File: src/design/ddpu_pkg.sv
// ----------------------------------------------------------------------------
// ddpu_pkg
// Shared types, register indexes and constants of the phase unwrapper.
// ----------------------------------------------------------------------------
package ddpu_pkg;

    localparam int CFG_IDX_W = 3;
    localparam int CFG_DATA_W = 12;
    localparam int LEVEL_W = 12;
    localparam int SCALE_W = 3;
    localparam int PHASE_W = 16;
    localparam int DAC_W = 12;
    localparam int ZONE_W = 2;

    localparam logic [CFG_IDX_W-1:0] REG_SCALE_SELECT = 3'd0;
    localparam logic [CFG_IDX_W-1:0] REG_UPPER_THRESHOLD = 3'd1;
    localparam logic [CFG_IDX_W-1:0] REG_LOWER_THRESHOLD = 3'd2;
    localparam logic [CFG_IDX_W-1:0] REG_CENTER_LEVEL = 3'd3;

    localparam logic [SCALE_W-1:0] RST_SCALE = 3'd0;
    localparam logic [LEVEL_W-1:0] RST_UPPER = 12'd2000;
    localparam logic [LEVEL_W-1:0] RST_LOWER = 12'd550;
    localparam logic [LEVEL_W-1:0] RST_CENTER = 12'd1229;

    localparam logic [SCALE_W-1:0] SCALE_MAX = 3'd5;

    // Slope gain and the divide-by-five reciprocal (exact below 2^22).
    localparam int GAIN = 67;
    localparam int GAIN_W = 7;
    localparam int RECIP_W = 20;
    localparam logic [RECIP_W-1:0] RECIP5 = 20'd838861;
    localparam int RECIP_SHIFT = 22;

    localparam logic [PHASE_W-1:0] ZONE_STEP = 16'd4096;
    localparam logic [PHASE_W-1:0] FULL_TURN = 16'd16384;

    typedef struct packed {
        logic [SCALE_W-1:0] scale_select;
        logic [LEVEL_W-1:0] upper_threshold;
        logic [LEVEL_W-1:0] lower_threshold;
        logic [LEVEL_W-1:0] center_level;
    } cfg_t;

    function automatic logic [SCALE_W-1:0] eff_scale(input logic [SCALE_W-1:0] sel);
        eff_scale = (sel > SCALE_MAX) ? SCALE_MAX : sel;
    endfunction

endpackage

File: src/design/ddpu_quotient.sv
// ----------------------------------------------------------------------------
// ddpu_quotient
// Sample register and two-stage slope scaling of one detector:
// (sample - center) * 67 / (20 << scale), truncated toward zero, kept mod 2^16.
// ----------------------------------------------------------------------------
module ddpu_quotient #(
    parameter int SAMPLE_BITS = 12
) (
    input  logic                          clk,
    input  logic                          load0,
    input  logic                          load1,
    input  logic                          load2,
    input  logic [SAMPLE_BITS-1:0]        sample_in,
    input  ddpu_pkg::cfg_t                cfg,
    output logic [SAMPLE_BITS-1:0]        sample_out,
    output logic [ddpu_pkg::PHASE_W-1:0]  quot
);
    import ddpu_pkg::*;

    localparam int ABS_W = (SAMPLE_BITS > LEVEL_W) ? SAMPLE_BITS : LEVEL_W;
    localparam int P_W = ABS_W + GAIN_W;
    localparam int X_W = P_W - 2;
    localparam int M_W = X_W + RECIP_W;
    localparam int Q_W = M_W - RECIP_SHIFT;

    logic [SAMPLE_BITS-1:0] samp0_reg;
    logic [SAMPLE_BITS-1:0] samp1_reg;
    logic [SAMPLE_BITS-1:0] samp2_reg;
    logic [P_W-1:0]         prod_reg;
    logic                   neg1_reg;
    logic [PHASE_W-1:0]     quot_reg;

    logic signed [ABS_W:0]  diff;
    logic [ABS_W-1:0]       abs_diff;
    logic [P_W-1:0]         prod_next;
    logic [SCALE_W-1:0]     scale;
    logic [X_W-1:0]         x_val;
    logic [M_W-1:0]         mul_val;
    logic [Q_W-1:0]         quo;
    logic [31:0]            quo_ext;
    logic [PHASE_W-1:0]     quot_next;

    always_comb
    begin
        diff = $signed({1'b0, (ABS_W)'(samp0_reg)}) - $signed({1'b0, (ABS_W)'(cfg.center_level)});
        abs_diff = diff[ABS_W] ? (ABS_W)'(-diff) : diff[ABS_W-1:0];
        prod_next = (P_W)'(abs_diff) * (P_W)'(GAIN);
    end

    // Divide by 20 << scale as a shift by scale + 2 followed by a divide by five.
    always_comb
    begin
        scale = eff_scale(cfg.scale_select);
        x_val = (X_W)'((prod_reg >> scale) >> 2);
        mul_val = (M_W)'(x_val) * (M_W)'(RECIP5);
        quo = mul_val[M_W-1:RECIP_SHIFT];
        quo_ext = 32'(quo);
        quot_next = neg1_reg ? (PHASE_W)'(-quo_ext) : quo_ext[PHASE_W-1:0];
    end

    always_ff @(posedge clk)
    begin
        if (load0)
        begin
            samp0_reg <= sample_in;
        end
        if (load1)
        begin
            samp1_reg <= samp0_reg;
            prod_reg <= prod_next;
            neg1_reg <= diff[ABS_W];
        end
        if (load2)
        begin
            samp2_reg <= samp1_reg;
            quot_reg <= quot_next;
        end
    end

    assign sample_out = samp2_reg;
    assign quot = quot_reg;

endmodule

File: src/design/ddpu_tracker.sv
// ----------------------------------------------------------------------------
// ddpu_tracker
// Zone tracking, phase reference and output accumulator, with the result
// register.
// ----------------------------------------------------------------------------
module ddpu_tracker #(
    parameter int SAMPLE_BITS = 12
) (
    input  logic                          clk,
    input  logic                          rst_n,
    input  logic                          upd,
    input  logic [SAMPLE_BITS-1:0]        sample_a,
    input  logic [SAMPLE_BITS-1:0]        sample_b,
    input  logic [ddpu_pkg::PHASE_W-1:0]  quot_a,
    input  logic [ddpu_pkg::PHASE_W-1:0]  quot_b,
    input  ddpu_pkg::cfg_t                cfg,
    output logic [ddpu_pkg::DAC_W-1:0]    dac_code,
    output logic [ddpu_pkg::ZONE_W-1:0]   zone_now,
    output logic [ddpu_pkg::PHASE_W-1:0]  phase_now
);
    import ddpu_pkg::*;

    localparam int CMP_W = (SAMPLE_BITS > LEVEL_W) ? SAMPLE_BITS : LEVEL_W;

    logic               started_reg;
    logic [ZONE_W-1:0]  zone_reg;
    logic [PHASE_W-1:0] ref_reg;
    logic [PHASE_W-1:0] acc_reg;
    logic [DAC_W-1:0]   dac_reg;
    logic [PHASE_W-1:0] phase_reg;

    logic [ZONE_W-1:0]  zone_next;
    logic [PHASE_W-1:0] ref_next;
    logic [PHASE_W-1:0] acc_next;
    logic [PHASE_W-1:0] phase_next;

    logic [SCALE_W-1:0] scale;
    logic [PHASE_W-1:0] step;
    logic [PHASE_W-1:0] full;
    logic [CMP_W-1:0]   a_ext;
    logic [CMP_W-1:0]   b_ext;
    logic [CMP_W-1:0]   x_ext;
    logic [CMP_W-1:0]   upper_ext;
    logic [CMP_W-1:0]   lower_ext;
    logic               go_up;
    logic               go_down;
    logic [PHASE_W-1:0] ref_adj;
    logic [PHASE_W-1:0] q_sel;
    logic [PHASE_W-1:0] zone_base;
    logic signed [PHASE_W+1:0] sum;

    always_comb
    begin
        scale = eff_scale(cfg.scale_select);
        step = ZONE_STEP >> scale;
        full = FULL_TURN >> scale;
        a_ext = (CMP_W)'(sample_a);
        b_ext = (CMP_W)'(sample_b);
        upper_ext = (CMP_W)'(cfg.upper_threshold);
        lower_ext = (CMP_W)'(cfg.lower_threshold);
        x_ext = zone_reg[0] ? b_ext : a_ext;
        go_up = 1'b0;
        go_down = 1'b0;
        ref_adj = ref_reg;
        zone_next = zone_reg;

        if (!started_reg)
        begin
            // Initial zone from which detector leads and where detector_b sits.
            if (a_ext > b_ext)
            begin
                zone_next = (b_ext < lower_ext) ? 2'd0 : 2'd1;
            end
            else
            begin
                zone_next = (b_ext > upper_ext) ? 2'd2 : 2'd3;
            end
        end
        else
        begin
            // Rising slope in zones 0 and 1, falling in zones 2 and 3.
            if (x_ext > upper_ext)
            begin
                go_up = !zone_reg[1];
                go_down = zone_reg[1];
            end
            else if (x_ext < lower_ext)
            begin
                go_up = zone_reg[1];
                go_down = !zone_reg[1];
            end
            if (go_up)
            begin
                zone_next = zone_reg + 2'd1;
                if (zone_reg == 2'd3)
                begin
                    ref_adj = ref_reg - full;
                end
            end
            else if (go_down)
            begin
                zone_next = zone_reg - 2'd1;
                if (zone_reg == 2'd0)
                begin
                    ref_adj = ref_reg + full;
                end
            end
        end

        q_sel = zone_next[0] ? quot_b : quot_a;
        zone_base = (PHASE_W)'(zone_next) * step;
        phase_next = zone_next[1] ? (zone_base - q_sel) : (zone_base + q_sel);

        sum = $signed({2'b00, acc_reg}) + $signed({{2{phase_next[PHASE_W-1]}}, phase_next})
            - $signed({{2{ref_adj[PHASE_W-1]}}, ref_adj});
        acc_next = acc_reg;
        if (started_reg && !sum[PHASE_W+1] && (sum != '0))
        begin
            acc_next = sum[PHASE_W-1:0];
        end
        ref_next = phase_next;
    end

    always_ff @(posedge clk or negedge rst_n)
    begin
        if (!rst_n)
        begin
            started_reg <= 1'b0;
            zone_reg <= '0;
            ref_reg <= '0;
            acc_reg <= '0;
        end
        else if (upd)
        begin
            started_reg <= 1'b1;
            zone_reg <= zone_next;
            ref_reg <= ref_next;
            acc_reg <= acc_next;
        end
    end

    always_ff @(posedge clk)
    begin
        if (upd)
        begin
            dac_reg <= acc_next[PHASE_W-1:PHASE_W-DAC_W];
            phase_reg <= phase_next;
        end
    end

    assign dac_code = dac_reg;
    assign zone_now = zone_reg;
    assign phase_now = phase_reg;

`ifndef NO_ASSERTIONS
    a_started_sticks: assert property (@(posedge clk) disable iff (!rst_n)
        started_reg |=> started_reg)
        else $error("started flag dropped");

    a_idle_holds: assert property (@(posedge clk) disable iff (!rst_n)
        !upd |=> $stable(zone_reg) && $stable(acc_reg) && $stable(ref_reg))
        else $error("tracker state moved without an update");

    a_ref_follows: assert property (@(posedge clk) disable iff (!rst_n)
        upd |=> ref_reg == phase_reg)
        else $error("phase reference differs from reported phase");

    a_first_keeps_acc: assert property (@(posedge clk) disable iff (!rst_n)
        upd && !started_reg |=> $stable(acc_reg))
        else $error("accumulator changed on the first pair");
`endif

endmodule

File: src/design/dual_detector_phase_unwrapper_unit.sv
// ----------------------------------------------------------------------------
// dual_detector_phase_unwrapper_unit
// Unwraps the phase of a dual phase-detector front end into a DAC code.
// ----------------------------------------------------------------------------
// Each transaction on the input stream carries one simultaneous sample pair.
// A working zone 0..3 picks the active detector (detector_a in zones 0 and 2,
// detector_b in zones 1 and 3) and the slope sign; the first pair after reset
// sets the zone and phase reference, later pairs step the zone on threshold
// crossings and add the phase change to a 16-bit accumulator, which is kept
// when the sum would be zero or negative. One result transaction leaves for
// every input transaction. The block takes one pair per clock cycle unless a
// stalled output has filled the four register stages (sample, gain product,
// reciprocal divide, tracker/result). The configuration port is always
// ready; write it only while the pipeline is empty.
// ----------------------------------------------------------------------------
module dual_detector_phase_unwrapper_unit #(
    parameter int SAMPLE_BITS = 12
) (
    input  logic                                   clk,
    input  logic                                   rst_n,
    // tdata: detector_a, detector_b (lowest bits first), zero padded
    input  logic [((2*SAMPLE_BITS+7)/8)*8-1:0]     s_axis_tdata,
    input  logic                                   s_axis_tvalid,
    output logic                                   s_axis_tready,
    // tdata: dac_code[11:0], zone_now[13:12], phase_now[29:14], zero padded
    output logic [31:0]                            m_axis_tdata,
    output logic                                   m_axis_tvalid,
    input  logic                                   m_axis_tready,
    input  logic                                   cfg_valid,
    output logic                                   cfg_ready,
    input  logic [ddpu_pkg::CFG_IDX_W-1:0]         cfg_index,
    input  logic [ddpu_pkg::CFG_DATA_W-1:0]        cfg_data
);
    import ddpu_pkg::*;

    localparam int PAD_W = 32 - DAC_W - ZONE_W - PHASE_W;

    cfg_t cfg_reg;

    // Stage valids: sample, product, quotient, result.
    logic v0_reg;
    logic v1_reg;
    logic v2_reg;
    logic vo_reg;
    logic rd0;
    logic rd1;
    logic rd2;
    logic rdo;

    logic [SAMPLE_BITS-1:0] samp_a;
    logic [SAMPLE_BITS-1:0] samp_b;
    logic [PHASE_W-1:0]     quot_a;
    logic [PHASE_W-1:0]     quot_b;
    logic [DAC_W-1:0]       dac_code;
    logic [ZONE_W-1:0]      zone_now;
    logic [PHASE_W-1:0]     phase_now;

    assign cfg_ready = 1'b1;

    always_ff @(posedge clk or negedge rst_n)
    begin
        if (!rst_n)
        begin
            cfg_reg.scale_select <= RST_SCALE;
            cfg_reg.upper_threshold <= RST_UPPER;
            cfg_reg.lower_threshold <= RST_LOWER;
            cfg_reg.center_level <= RST_CENTER;
        end
        else if (cfg_valid && cfg_ready)
        begin
            case (cfg_index)
                REG_SCALE_SELECT:    cfg_reg.scale_select <= cfg_data[SCALE_W-1:0];
                REG_UPPER_THRESHOLD: cfg_reg.upper_threshold <= cfg_data;
                REG_LOWER_THRESHOLD: cfg_reg.lower_threshold <= cfg_data;
                REG_CENTER_LEVEL:    cfg_reg.center_level <= cfg_data;
                default:             ;
            endcase
        end
    end

    // A stage advances when it is empty or the next stage advances; bubbles
    // collapse so the input keeps flowing while a result waits.
    always_comb
    begin
        rdo = !vo_reg || m_axis_tready;
        rd2 = !v2_reg || rdo;
        rd1 = !v1_reg || rd2;
        rd0 = !v0_reg || rd1;
    end

    assign s_axis_tready = rd0;

    always_ff @(posedge clk or negedge rst_n)
    begin
        if (!rst_n)
        begin
            v0_reg <= 1'b0;
            v1_reg <= 1'b0;
            v2_reg <= 1'b0;
            vo_reg <= 1'b0;
        end
        else
        begin
            if (rd0)
            begin
                v0_reg <= s_axis_tvalid;
            end
            if (rd1)
            begin
                v1_reg <= v0_reg;
            end
            if (rd2)
            begin
                v2_reg <= v1_reg;
            end
            if (rdo)
            begin
                vo_reg <= v2_reg;
            end
        end
    end

    ddpu_quotient #(
        .SAMPLE_BITS(SAMPLE_BITS)
    ) u_quot_a (
        .clk        (clk),
        .load0      (rd0),
        .load1      (rd1),
        .load2      (rd2),
        .sample_in  (s_axis_tdata[SAMPLE_BITS-1:0]),
        .cfg        (cfg_reg),
        .sample_out (samp_a),
        .quot       (quot_a)
    );

    ddpu_quotient #(
        .SAMPLE_BITS(SAMPLE_BITS)
    ) u_quot_b (
        .clk        (clk),
        .load0      (rd0),
        .load1      (rd1),
        .load2      (rd2),
        .sample_in  (s_axis_tdata[2*SAMPLE_BITS-1:SAMPLE_BITS]),
        .cfg        (cfg_reg),
        .sample_out (samp_b),
        .quot       (quot_b)
    );

    // Advance the tracker state only when a real pair moves into the result.
    ddpu_tracker #(
        .SAMPLE_BITS(SAMPLE_BITS)
    ) u_tracker (
        .clk       (clk),
        .rst_n     (rst_n),
        .upd       (v2_reg && rdo),
        .sample_a  (samp_a),
        .sample_b  (samp_b),
        .quot_a    (quot_a),
        .quot_b    (quot_b),
        .cfg       (cfg_reg),
        .dac_code  (dac_code),
        .zone_now  (zone_now),
        .phase_now (phase_now)
    );

    assign m_axis_tvalid = vo_reg;
    assign m_axis_tdata = {{PAD_W{1'b0}}, phase_now, zone_now, dac_code};

`ifndef NO_ASSERTIONS
    a_empty_out_ready: assert property (@(posedge clk) disable iff (!rst_n)
        !vo_reg |-> s_axis_tready)
        else $error("input stalled with an empty result stage");

    a_no_drop: assert property (@(posedge clk) disable iff (!rst_n)
        v2_reg && !rdo |=> v2_reg && vo_reg)
        else $error("quotient stage lost a transaction under stall");

    a_full_stall: assert property (@(posedge clk) disable iff (!rst_n)
        v0_reg && v1_reg && v2_reg && vo_reg && !m_axis_tready |-> !s_axis_tready)
        else $error("input accepted into a full pipeline");
`endif

endmodule

File: config.mk
export PLATFORM = sky130hd
export DESIGN_NAME = dual_detector_phase_unwrapper_unit
export DESIGN_NICKNAME = d
export VERILOG_FILES = /design/src/design/ddpu_pkg.sv /design/src/design/ddpu_quotient.sv /design/src/design/ddpu_tracker.sv /design/src/design/dual_detector_phase_unwrapper_unit.sv
export SDC_FILE = /design/constraint.sdc
export NUM_CORES = 1
export LEC_CHECK = 0
export ABC_AREA = 0
export BUFFER_PORTS_ARGS = -buffer_cell sky130_fd_sc_hd__buf_2
export CAP_MARGIN = 10
export CORE_ASPECT_RATIO = 1.2
export CORE_MARGIN = 3
export CORE_UTILIZATION = 55
export DETAILED_ROUTE_END_ITERATION = 8
export GPL_TIMING_DRIVEN = 0
export PLACE_DENSITY = 0.79
export SYNTH_ARGS = -nofsm -noshare
export SYNTH_HDL_FRONTEND = slang
export SYNTH_SLANG_ARGS = --single-unit
File: constraint.sdc
create_clock -name clk -period 12.2 [get_ports clk]
set_input_delay 0.61 -clock clk [delete_from_list [all_inputs] [get_ports clk]]
set_output_delay 0.61 -clock clk [all_outputs]
set_load 0.05 [all_outputs]
* After elaboration in Yosys (flattened, before gate mapping)
Index checks and enable logic that the tools add are counted.
Word-level totals: word-level logic and storage cells 109, output and inout port bits 35, flip-flop bits (word level) 250
Operators by class: $add $sub $neg 14, $lt $le $gt $ge 6, reduce and logical (&&, ||, !) cells 21, multiplexer cells 26, equality and inequality tests 4, shift operators 4, multiply operators 5
Operators with widths (count):
- 2-to-1 mux 16 bit | 8
- multiplier 17 x 20 -> 37 bit, second input constant | 2
- multiplier 12 x 7 -> 19 bit, second input constant | 2
- >> shifter 19 x 3 -> 19 bit | 2
- > comparator 12 bit | 3
- 2-to-1 mux 12 bit | 3
- adder 16 bit | 2
- negator 15 -> 16 bit | 2
- subtractor 16 bit | 2
- 2-to-1 mux 15 bit | 2
- subtractor 12 x 12 -> 13 bit | 2
- < comparator 12 bit | 2
- negator 12 bit | 2
- adder 17 x 16 -> 18 bit | 1
- nonzero test 18 bit | 1
- subtractor 18 x 16 -> 18 bit | 1
- multiplier 2 x 16 -> 16 bit | 1
- >> shifter 13 x 3 -> 16 bit, first input constant | 1
- >> shifter 15 x 3 -> 16 bit, first input constant | 1
- AND reduction 2 bit | 5
- 2-to-1 mux 1 bit | 8
- 2-to-1 mux 2 bit | 4
- equality test 3 x 2 -> 1 bit, second input constant | 2
- logical NOT 1 bit | 6
- other kinds (10) | 15

* Longest topological paths before layout
Gate-level depths: netlist of the first run.
depth in word-level cells 17, depth in mapped cells 48

* Cells and area by module
Synthesis of the first run repeated with hierarchy kept, for this count alone.
Second synthesis, totals: cell total of the unflattened synthesis 2972, area total of the unflattened synthesis 29310.6 um^2
Modules (own cells, without submodules):
- ddpu_quotient at u_quot_a | times used 1, cells each 992, sequential area each 2102.0 um^2, area an instance 9872.0 um^2
- ddpu_quotient at u_quot_b | times used 1, cells each 971, sequential area each 2102.0 um^2, area an instance 9601.7 um^2
- ddpu_tracker | times used 1, cells each 905, sequential area each 1716.6 um^2, area an instance 7966.4 um^2
- dual_detector_phase_unwrapper_unit | times used 1, cells each 104, sequential area each 1096.1 um^2, area an instance 1870.5 um^2

* Worst setup path after synthesis of the first run
OpenSTA, ideal clock, no wires.
kind register to register, start point reg u_tracker.zone_reg[0] (netlist: u_tracker.zone_now[0]), end point reg u_tracker.acc_reg[0], arrival time 10492 ps, period minus slack after synthesis 10620 ps, required time 12072 ps, path buffers 6, setup time 128 ps, stages on the path, launching flop included 49, setup slack 1580 ps, cells stage by stage dfrtp_1 -> clkbuf_1 -> clkbuf_1 -> mux2_2 -> ha_1 -> a211oi_1 -> o22ai_1 -> a31oi_1 -> a21o_1 -> nand4_1 -> nand3_1 -> buf_2 -> buf_1 -> mux2i_1 -> ha_1 -> nor2b_1 -> nand2b_1 -> or3_1 -> (+13 left out) -> xor2_1 -> fa_1 -> inv_1 -> ha_1 -> inv_1 -> nand2_1 -> nor2_1 -> nor4b_1 -> o21ai_0 -> or4_1 -> nor2_1 -> o21ai_1 -> or4_1 -> o311ai_2 -> nand2b_1 -> buf_2 -> buf_2 -> mux2_1
Between the ends: word-level cells in the longest chain between the ends 17, elaborated cells between the ends (all ways) 33
Ends and longest elaborated chain:
- start: declaration | line ddpu_tracker.sv:26 | logic [ZONE_W-1:0] zone_reg;
- start signal: assignment | line ddpu_tracker.sv:136 | zone_reg <= zone_next;
- 2-to-1 mux 12 bit | line ddpu_tracker.sv:61 | x_ext = zone_reg[0] ? b_ext : a_ext;
- < comparator 12 bit | line ddpu_tracker.sv:87 | else if (x_ext < lower_ext)
- 2-to-1 mux 1 bit | line ddpu_tracker.sv:87
- 2-to-1 mux 1 bit | line ddpu_tracker.sv:82 | if (x_ext > upper_ext)
- 2-to-1 mux 1 bit | line ddpu_tracker.sv:67 | if (!started_reg)
- 2-to-1 mux 2 bit | line ddpu_tracker.sv:100 | else if (go_down)
- 2-to-1 mux 2 bit * | line ddpu_tracker.sv:92 | if (go_up)
- 2-to-1 mux 2 bit * | line ddpu_tracker.sv:67
- multiplier 2 x 16 -> 16 bit or 2-to-1 mux 16 bit (tied branches) | line ddpu_tracker.sv:111, ddpu_tracker.sv:110
- adder 16 bit or subtractor 16 bit (tied branches) | line ddpu_tracker.sv:112 | phase_next = zone_next[1] ? (zone_base - q_sel) : (zone_base + q_sel);
- 2-to-1 mux 16 bit * | line ddpu_tracker.sv:112
- named net u_tracker.phase_next[15] | line ddpu_tracker.sv:35 | logic [PHASE_W-1:0] phase_next;
- adder 17 x 16 -> 18 bit * | line ddpu_tracker.sv:114 | sum = $signed({2'b00, acc_reg}) + $signed({{2{phase_next[PHASE_W-1]}}, phase_next})
- subtractor 18 x 16 -> 18 bit * | line ddpu_tracker.sv:115 | - $signed({{2{ref_adj[PHASE_W-1]}}, ref_adj});
- parallel branches: the longest is 2 deep, another holds nonzero test 18 bit
- logical AND 1 bit * | line ddpu_tracker.sv:117 | if (started_reg && !sum[PHASE_W+1] && (sum != '0))
- AND reduction 2 bit (no source line) *
- end signal: assignment | line ddpu_tracker.sv:138 | acc_reg <= acc_next;
- end: declaration | line ddpu_tracker.sv:28 | logic [PHASE_W-1:0] acc_reg;
Mark *: on every way through the listed nets, which the timed path passes. The select of a mux whose other input is x is not followed. A chain may end at the register's enable or synchronous reset.

* Worst setup path in the final report of the first run
start point reg u_tracker.zone_reg[0] (netlist: u_tracker.zone_now[0]), end point reg u_tracker.acc_reg[11]
Between the ends: word-level cells in the longest chain between the ends 17, elaborated cells between the ends (all ways) 33
Ends and longest elaborated chain (line):
- 2-to-1 mux 12 bit | ddpu_tracker.sv:61
- < comparator 12 bit | ddpu_tracker.sv:87
- 2-to-1 mux 1 bit | ddpu_tracker.sv:87
- 2-to-1 mux 1 bit | ddpu_tracker.sv:82
- 2-to-1 mux 1 bit | ddpu_tracker.sv:67
- 2-to-1 mux 2 bit | ddpu_tracker.sv:100
- 2-to-1 mux 2 bit * | ddpu_tracker.sv:92
- 2-to-1 mux 2 bit * | ddpu_tracker.sv:67
- multiplier 2 x 16 -> 16 bit or 2-to-1 mux 16 bit (tied branches) | ddpu_tracker.sv:111, ddpu_tracker.sv:110
- adder 16 bit or subtractor 16 bit (tied branches) | ddpu_tracker.sv:112
- 2-to-1 mux 16 bit * | ddpu_tracker.sv:112
- named net u_tracker.phase_next[15] | ddpu_tracker.sv:35
- adder 17 x 16 -> 18 bit * | ddpu_tracker.sv:114
- subtractor 18 x 16 -> 18 bit * | ddpu_tracker.sv:115
- parallel branches: the longest is 2 deep, another holds nonzero test 18 bit
- logical AND 1 bit * | ddpu_tracker.sv:117
- 2-to-1 mux 16 bit * | ddpu_tracker.sv:117
Marked as above.

==> impl_metrics.yaml, run 1 <==
die:
  dieArea_sq_mm: 0.05355
  start_util_pct: 56.26
  rows: 89
  die_y_um: 252.9
  die-width_um: 211.8
  core_sq_mm: 0.04967
  io_pins: 79
cells_and_area:
  num-fill-cells: 4066
  mostFrequentLayoutCells: "474 x ha_1, 436 x inv_1, 195 x fa_1"
  diodes: 0
  areaGrowthSynthToFinish_pct: 8.249
  largest_reg_flops: 39
  layout_commonest_cell: "ha_1"
  drive_gt1_share_pct: 8.173
  multi_input_comb_area_sq_mm: 0.01915
  seq_area_sq_mm: 0.007018
  nets: 3654
global_route:
  grt_max_degree: 62
  grt_pass1_vias: 22110
  grt_usage_pct: 25.76
  grt-ovfl-total: 0
  grt_pass1_wl_um: 111000
  antenna_found_initial: 0
yosys:
  synth_cell_type_count: 83
  async_flop_share_pct: 31.71
  netlist_instances: 2821
  synth_edf_count: 168
  synth-main-ff-cell: "edfxtp_1"
  ys_ff_latch: 246
  ys_warn_count: 0
  ys_seq_area_share_pct: 25.11
  avgSynthCellArea_sq_um: 9.904
  syn_area_sq_mm: 0.02794
timing:
  finalClockSkew_ps: 15.05
  relSlewSlack_pct: 28.34
  hold_viol: 0
  whs_ps: 4.369
  period_minus_slack_ps: 11600
  max_freq_mhz: 86.17
  setup_viol: 0
  period_share_pct: 95.12
  finalMaxSlewViolations: 0
  worst_slew_pin_slew_ps: 1064
detailed_routing:
  viasPerCell: 5.841
  post_drt_wl_per_cell_um: 18.96
  drtIter0Drc: 1453
  drtAntennaViolNets: 0
  first_pass_iters: 6
  vias: 21020
  drc: 0
  wirelength_um: 68210
clock_tree:
  cts.path.max_buffers: 3
  cts_buffers: 26
  cts_sinks: 246
  htree_levels: 1
  postCtsHoldBufs: 0
  cts-root-buf: "clkbuf_16"
  clk_latency_ps: 560
  cts.clk_slew.worst_paths_ps: 70
  cts_tree: "done"
worst_setup_path:
  cp_num_buf_inv: 10
  crit_type: "flip-flop to flip-flop"
  crit_arrival_ps: 12050
  cpMaxStageDelayCell: "a21boi_0"
  critPathMostFrequentCell: "nor2_1"
  cp_top_family: "compound AO/OA/AOI/OAI gates"
  critPathRequiredTime_ps: 12650
  worstRegToRegCells: 44
  startpoint_type: "flip-flop"
  worst-path-stages: 44
  cp-end-kind: "flip-flop"
  cp_max_fo: 10
  slowest_delay_ps: 860
outcome:
  status: "finished, final reports clean"
job:
  cap_viol_max_count: 0
worst_hold_path:
  hold_class: "input pin to async pin"
place:
  hpwl_um: 57180
  globalplace.congestion: 0.9611
  portBuffers: 75
-- path summary, 6_finish.rpt --
check	slack [ps]	from	endpoint
max	600	u_tracker.zone_now[0]	u_tracker.acc_reg[11]
max in group asynchronous	11530	rst_n	cfg_reg[3]
min	4	rst_n	cfg_reg[20]
min reg2reg	420	u_quot_b.samp1_reg[1]	u_quot_b.sample_out[1]
max reg2reg	600	u_tracker.zone_now[0]	u_tracker.acc_reg[11]
min in group clk	220	s_axis_tdata[9]	u_quot_a.samp0_reg[9]
-- kinds of logic (layout without fill, tap and decap cells) --
kind of cell,Yosys count,in the layout,share of synthesized area (%)
AOI/OAI and AO/OA,545,545,12.50
xor gates and xnor gates,173,173,5.423
adders and majority gates,669,669,35.20
buffers and inverters,494,623,6.722
DFF,246,246,25.11
muxes,133,133,5.271
other,2,13,0.02688
and+or+nand+nor,559,559,9.745
-- cells in the mapped netlist (all sizes together) (6+ instances only) --
library cell	n	area share (%)
ha	474	21
inv	439	5.9
fa	195	14
edfxtp	168	18
a21oi	153	2.7
nand2	152	2.0
nor2	143	1.9
o21ai	140	2.5
xnor2	119	3.7
mux2i	65	2.3
mux2	63	2.5
dfrtp	62	5.6
xor2	54	1.7
a21o	46	1.2
nor3	39	0.70
clkbuf	38	0.51
nor2b	36	0.81
nand3	33	0.59
o21a	32	0.86
nand2b	29	0.65
a211oi	26	0.70
nand4	23	0.52
or3	22	0.49
and3	21	0.47
o21bai	21	0.56
buf	16	0.30
dfstp	16	1.5
and2	15	0.34
or2	14	0.32
a31oi	13	0.29
a21boi	12	0.32
o31ai	11	0.30
o211ai	10	0.27
a2111oi	9	0.30
nor4	8	0.18
o22ai	7	0.16
a311oi	6	0.23
a31o	6	0.19
or4	6	0.16
-- routing by layer --
| metal | track usage [%] | wire (um) | up-vias |
|---|---|---|---|
| li1 | - | - | 10020 |
| met1 | 30.78 | 27060 | 10210 |
| met2 | 47.39 | 34800 | 610 |
| met5 | 0 | 0 | - |
| met3 | 1.945 | 3038 | 179 |
| met4 | 11.41 | 3316 | 0 |
-- layout make-up --
class	count	share of cell area, %
timing repair buffer	82	1.556
clock inverter	16	0.7240
buffer	53	0.7819
tap	637	2.635
clock buffer	32	2.325
inverter	440	5.461
sequential	246	23.20
multi-input combinational	2092	63.31
-- through the flow --
| stage | cells | setup TNS [ps] | util [%] | area, sq um | setup slack (ps) |
|---|---|---|---|---|---|
| after CTS | 3595 | 0 | 60.76 | 30180 | 30.10 |
| after global placement | 3544 | -13910 | 58.70 | 29150 | -706.7 |
| after floorplan | 2832 | 0 | - | 27980 | 1580 |
| after detailed placement | 3547 | -22370 | 58.86 | 29230 | -1025 |
| after global routing | 3598 | -114.5 | 60.90 | 30240 | -32.18 |
| final | 3598 | 0 | 60.90 | 30240 | 595.6 |
-- repair_timing --
item	in CTS	in global routing
gates resized for setup	5	12
endpoints found under the setup margin	28	28
pin swaps	2	1
setup buffers	1	3
Power of run 1 is not shown: default switching activity piles up to over one toggle a cycle in this logic, so the estimate is an artifact.
==> run 2, diff against run 1 <==
--- a/config.mk
+++ b/config.mk
@@ -9,7 +9,7 @@
 export BUFFER_PORTS_ARGS = -buffer_cell sky130_fd_sc_hd__buf_2
 export CAP_MARGIN = 10
 export CORE_ASPECT_RATIO = 1.2
-export CORE_MARGIN = 3
+export CORE_MARGIN = 4
 export CORE_UTILIZATION = 55
 export DETAILED_ROUTE_END_ITERATION = 8
 export GPL_TIMING_DRIVEN = 0
==> impl_metrics.yaml, run 2 (synthesized netlist as in run 1, its figures left out) <==
cells_and_area:
  mostFrequentLayoutCells: "474 x ha_1, 436 x inv_1, 195 x fa_1"
  layout_commonest_cell: "ha_1"
  areaGrowthSynthToFinish_pct: 8.352
  nets: 3655
  final_cell_count_no_fill: 3607
  multi_input_comb_area_sq_mm: 0.01914
  drive_gt1_share_pct: 8.406
  seq_area_sq_mm: 0.007018
  largest_reg_flops: 39
  num-fill-cells: 4099
global_route:
  grt_max_degree: 62
  grt_pass1_vias: 22140
  antenna_found_initial: 1
  grt_usage_pct: 25.15
  grt_pass1_wl_um: 110900
  grt-ovfl-total: 0
detailed_routing:
  vias: 20930
  wirelength_um: 67990
  drtIter0Drc: 1313
  viasPerCell: 5.803
  drtAntennaViolNets: 0
  drc: 0
  post_drt_wl_per_cell_um: 18.85
  first_pass_iters: 5
timing:
  finalClockSkew_ps: 22.36
  period_share_pct: 95.00
  worst_slew_pin_slew_ps: 888.5
  relSlewSlack_pct: 40.31
  tns_ps: 0
  hold_viol: 0
  period_minus_slack_ps: 11590
  setup_viol: 0
  max_freq_mhz: 86.28
  finalMaxSlewViolations: 0
worst_setup_path:
  cp-end-kind: "flip-flop"
  startpoint_type: "flip-flop"
  cpMaxStageDelayCell: "or4_1"
  slowest_delay_ps: 570
  cp_max_fo: 10
  crit_arrival_ps: 12020
  crit_type: "flip-flop to flip-flop"
  critPathRequiredTime_ps: 12630
die:
  core_sq_mm: 0.05022
  rows: 90
  start_util_pct: 55.63
  die-width_um: 213.8
  die_y_um: 254.9
  dieArea_sq_mm: 0.05448
  io_pins: 79
place:
  globalplace.congestion: 0.9485
  hpwl_um: 56830
  portBuffers: 75
  dp.cells: 3554
clock_tree:
  postCtsHoldBufs: 0
  cts_tree: "done"
  cts.path.max_buffers: 3
  cts_buffers: 26
  htree_levels: 1
  cts.clk_slew.worst_paths_ps: 70
  clk_latency_ps: 570
  cts-root-buf: "clkbuf_16"
  cts_sinks: 246
outcome:
  status: "finished, final reports clean"
job:
  cap_viol_max_count: 0
worst_hold_path:
  hold_class: "input pin to async pin"
[run 2: cell count changes in the layout (fill, tap and decap cells not counted), moves of 3 or more]
cell / before / now
clkinv_1: 4 / 1
clkbuf_1: 39 / 35
inv_6: 0 / 3
clkinv_2: 5 / 2
clkinvlp_4: 1 / 6
clkinv_4: 1 / 5
clkbuf_8: 3 / 0
[run 2: what timing repair did]
action | in CTS | in global routing
pin swaps | 1 | 1
setup endpoints to repair | 28 | 28
gates resized for setup | 4 | 14
setup buffers | 1 | 4
[run 2: cell type report]
cell class / count / area share (%)
Antenna cell: 1 / 0.008266
Buffer: 53 / 0.7853
Clock buffer: 26 / 2.149
Clock inverter: 22 / 0.9465
Inverter: 440 / 5.456
Multi-Input combinational cell: 2092 / 63.23
Sequential cell: 246 / 23.18
Tap cell: 644 / 2.662
Timing Repair Buffer: 83 / 1.579
[run 2: worst paths after layout]
check                                 startpoint                     end  slack [ps]  cells past startpoint
max                        u_tracker.zone_now[0]    u_tracker.acc_reg[0]         610                     47
min                                        rst_n             cfg_reg[19]           6                      1
max reg2reg                u_tracker.zone_now[0]    u_tracker.acc_reg[0]         610                     47
min reg2reg                u_quot_b.samp1_reg[5]  u_quot_b.sample_out[5]         420                      0
max in group asynchronous                  rst_n             cfg_reg[34]       11560                      2
min in group clk                s_axis_tdata[14]   u_quot_b.samp0_reg[2]         210                      1
[run 2: layer usage]
metal	wire [um]	up-vias	GRT usage (%)
met1	27280	10160	30.15
met2	34330	566	45.90
li1	-	10030	-
met3	2818	171	2.109
met5	0	-	0
met4	3559	0	11.27
[run 2: critical path: cells and delay by family (launching register included)]
| family | cells | cell delay (ps) |
|---|---|---|
| adder cells (fa/ha/maj) | 5 | 1550 |
| XOR/XNOR | 2 | 520 |
| multiplexers | 3 | 1060 |
| AO/OA/AOI/OAI | 14 | 3050 |
| buffers and inverters | 8 | 1510 |
| flip-flops | 1 | 510 |
| AND/OR/NAND/NOR | 15 | 3220 |
[run 2: stage by stage]
| step | setup slack, ps | area, sq um | util (%) | hold WS, ps |
|---|---|---|---|---|
| after detailed placement | -803.8 | 29240 | 58.23 | 405.4 |
| after global placement | -528.6 | 29160 | 58.06 | 406.0 |
| after floorplan | 1580 | 27980 | - | 314.4 |
| after global routing | -7.862 | 30270 | 60.28 | 23.85 |
| final | 610.4 | 30270 | 60.28 | 5.997 |
| after CTS | 103.9 | 30200 | 60.13 | 0.2389 |
Power of run 2 is left out for the same reason.
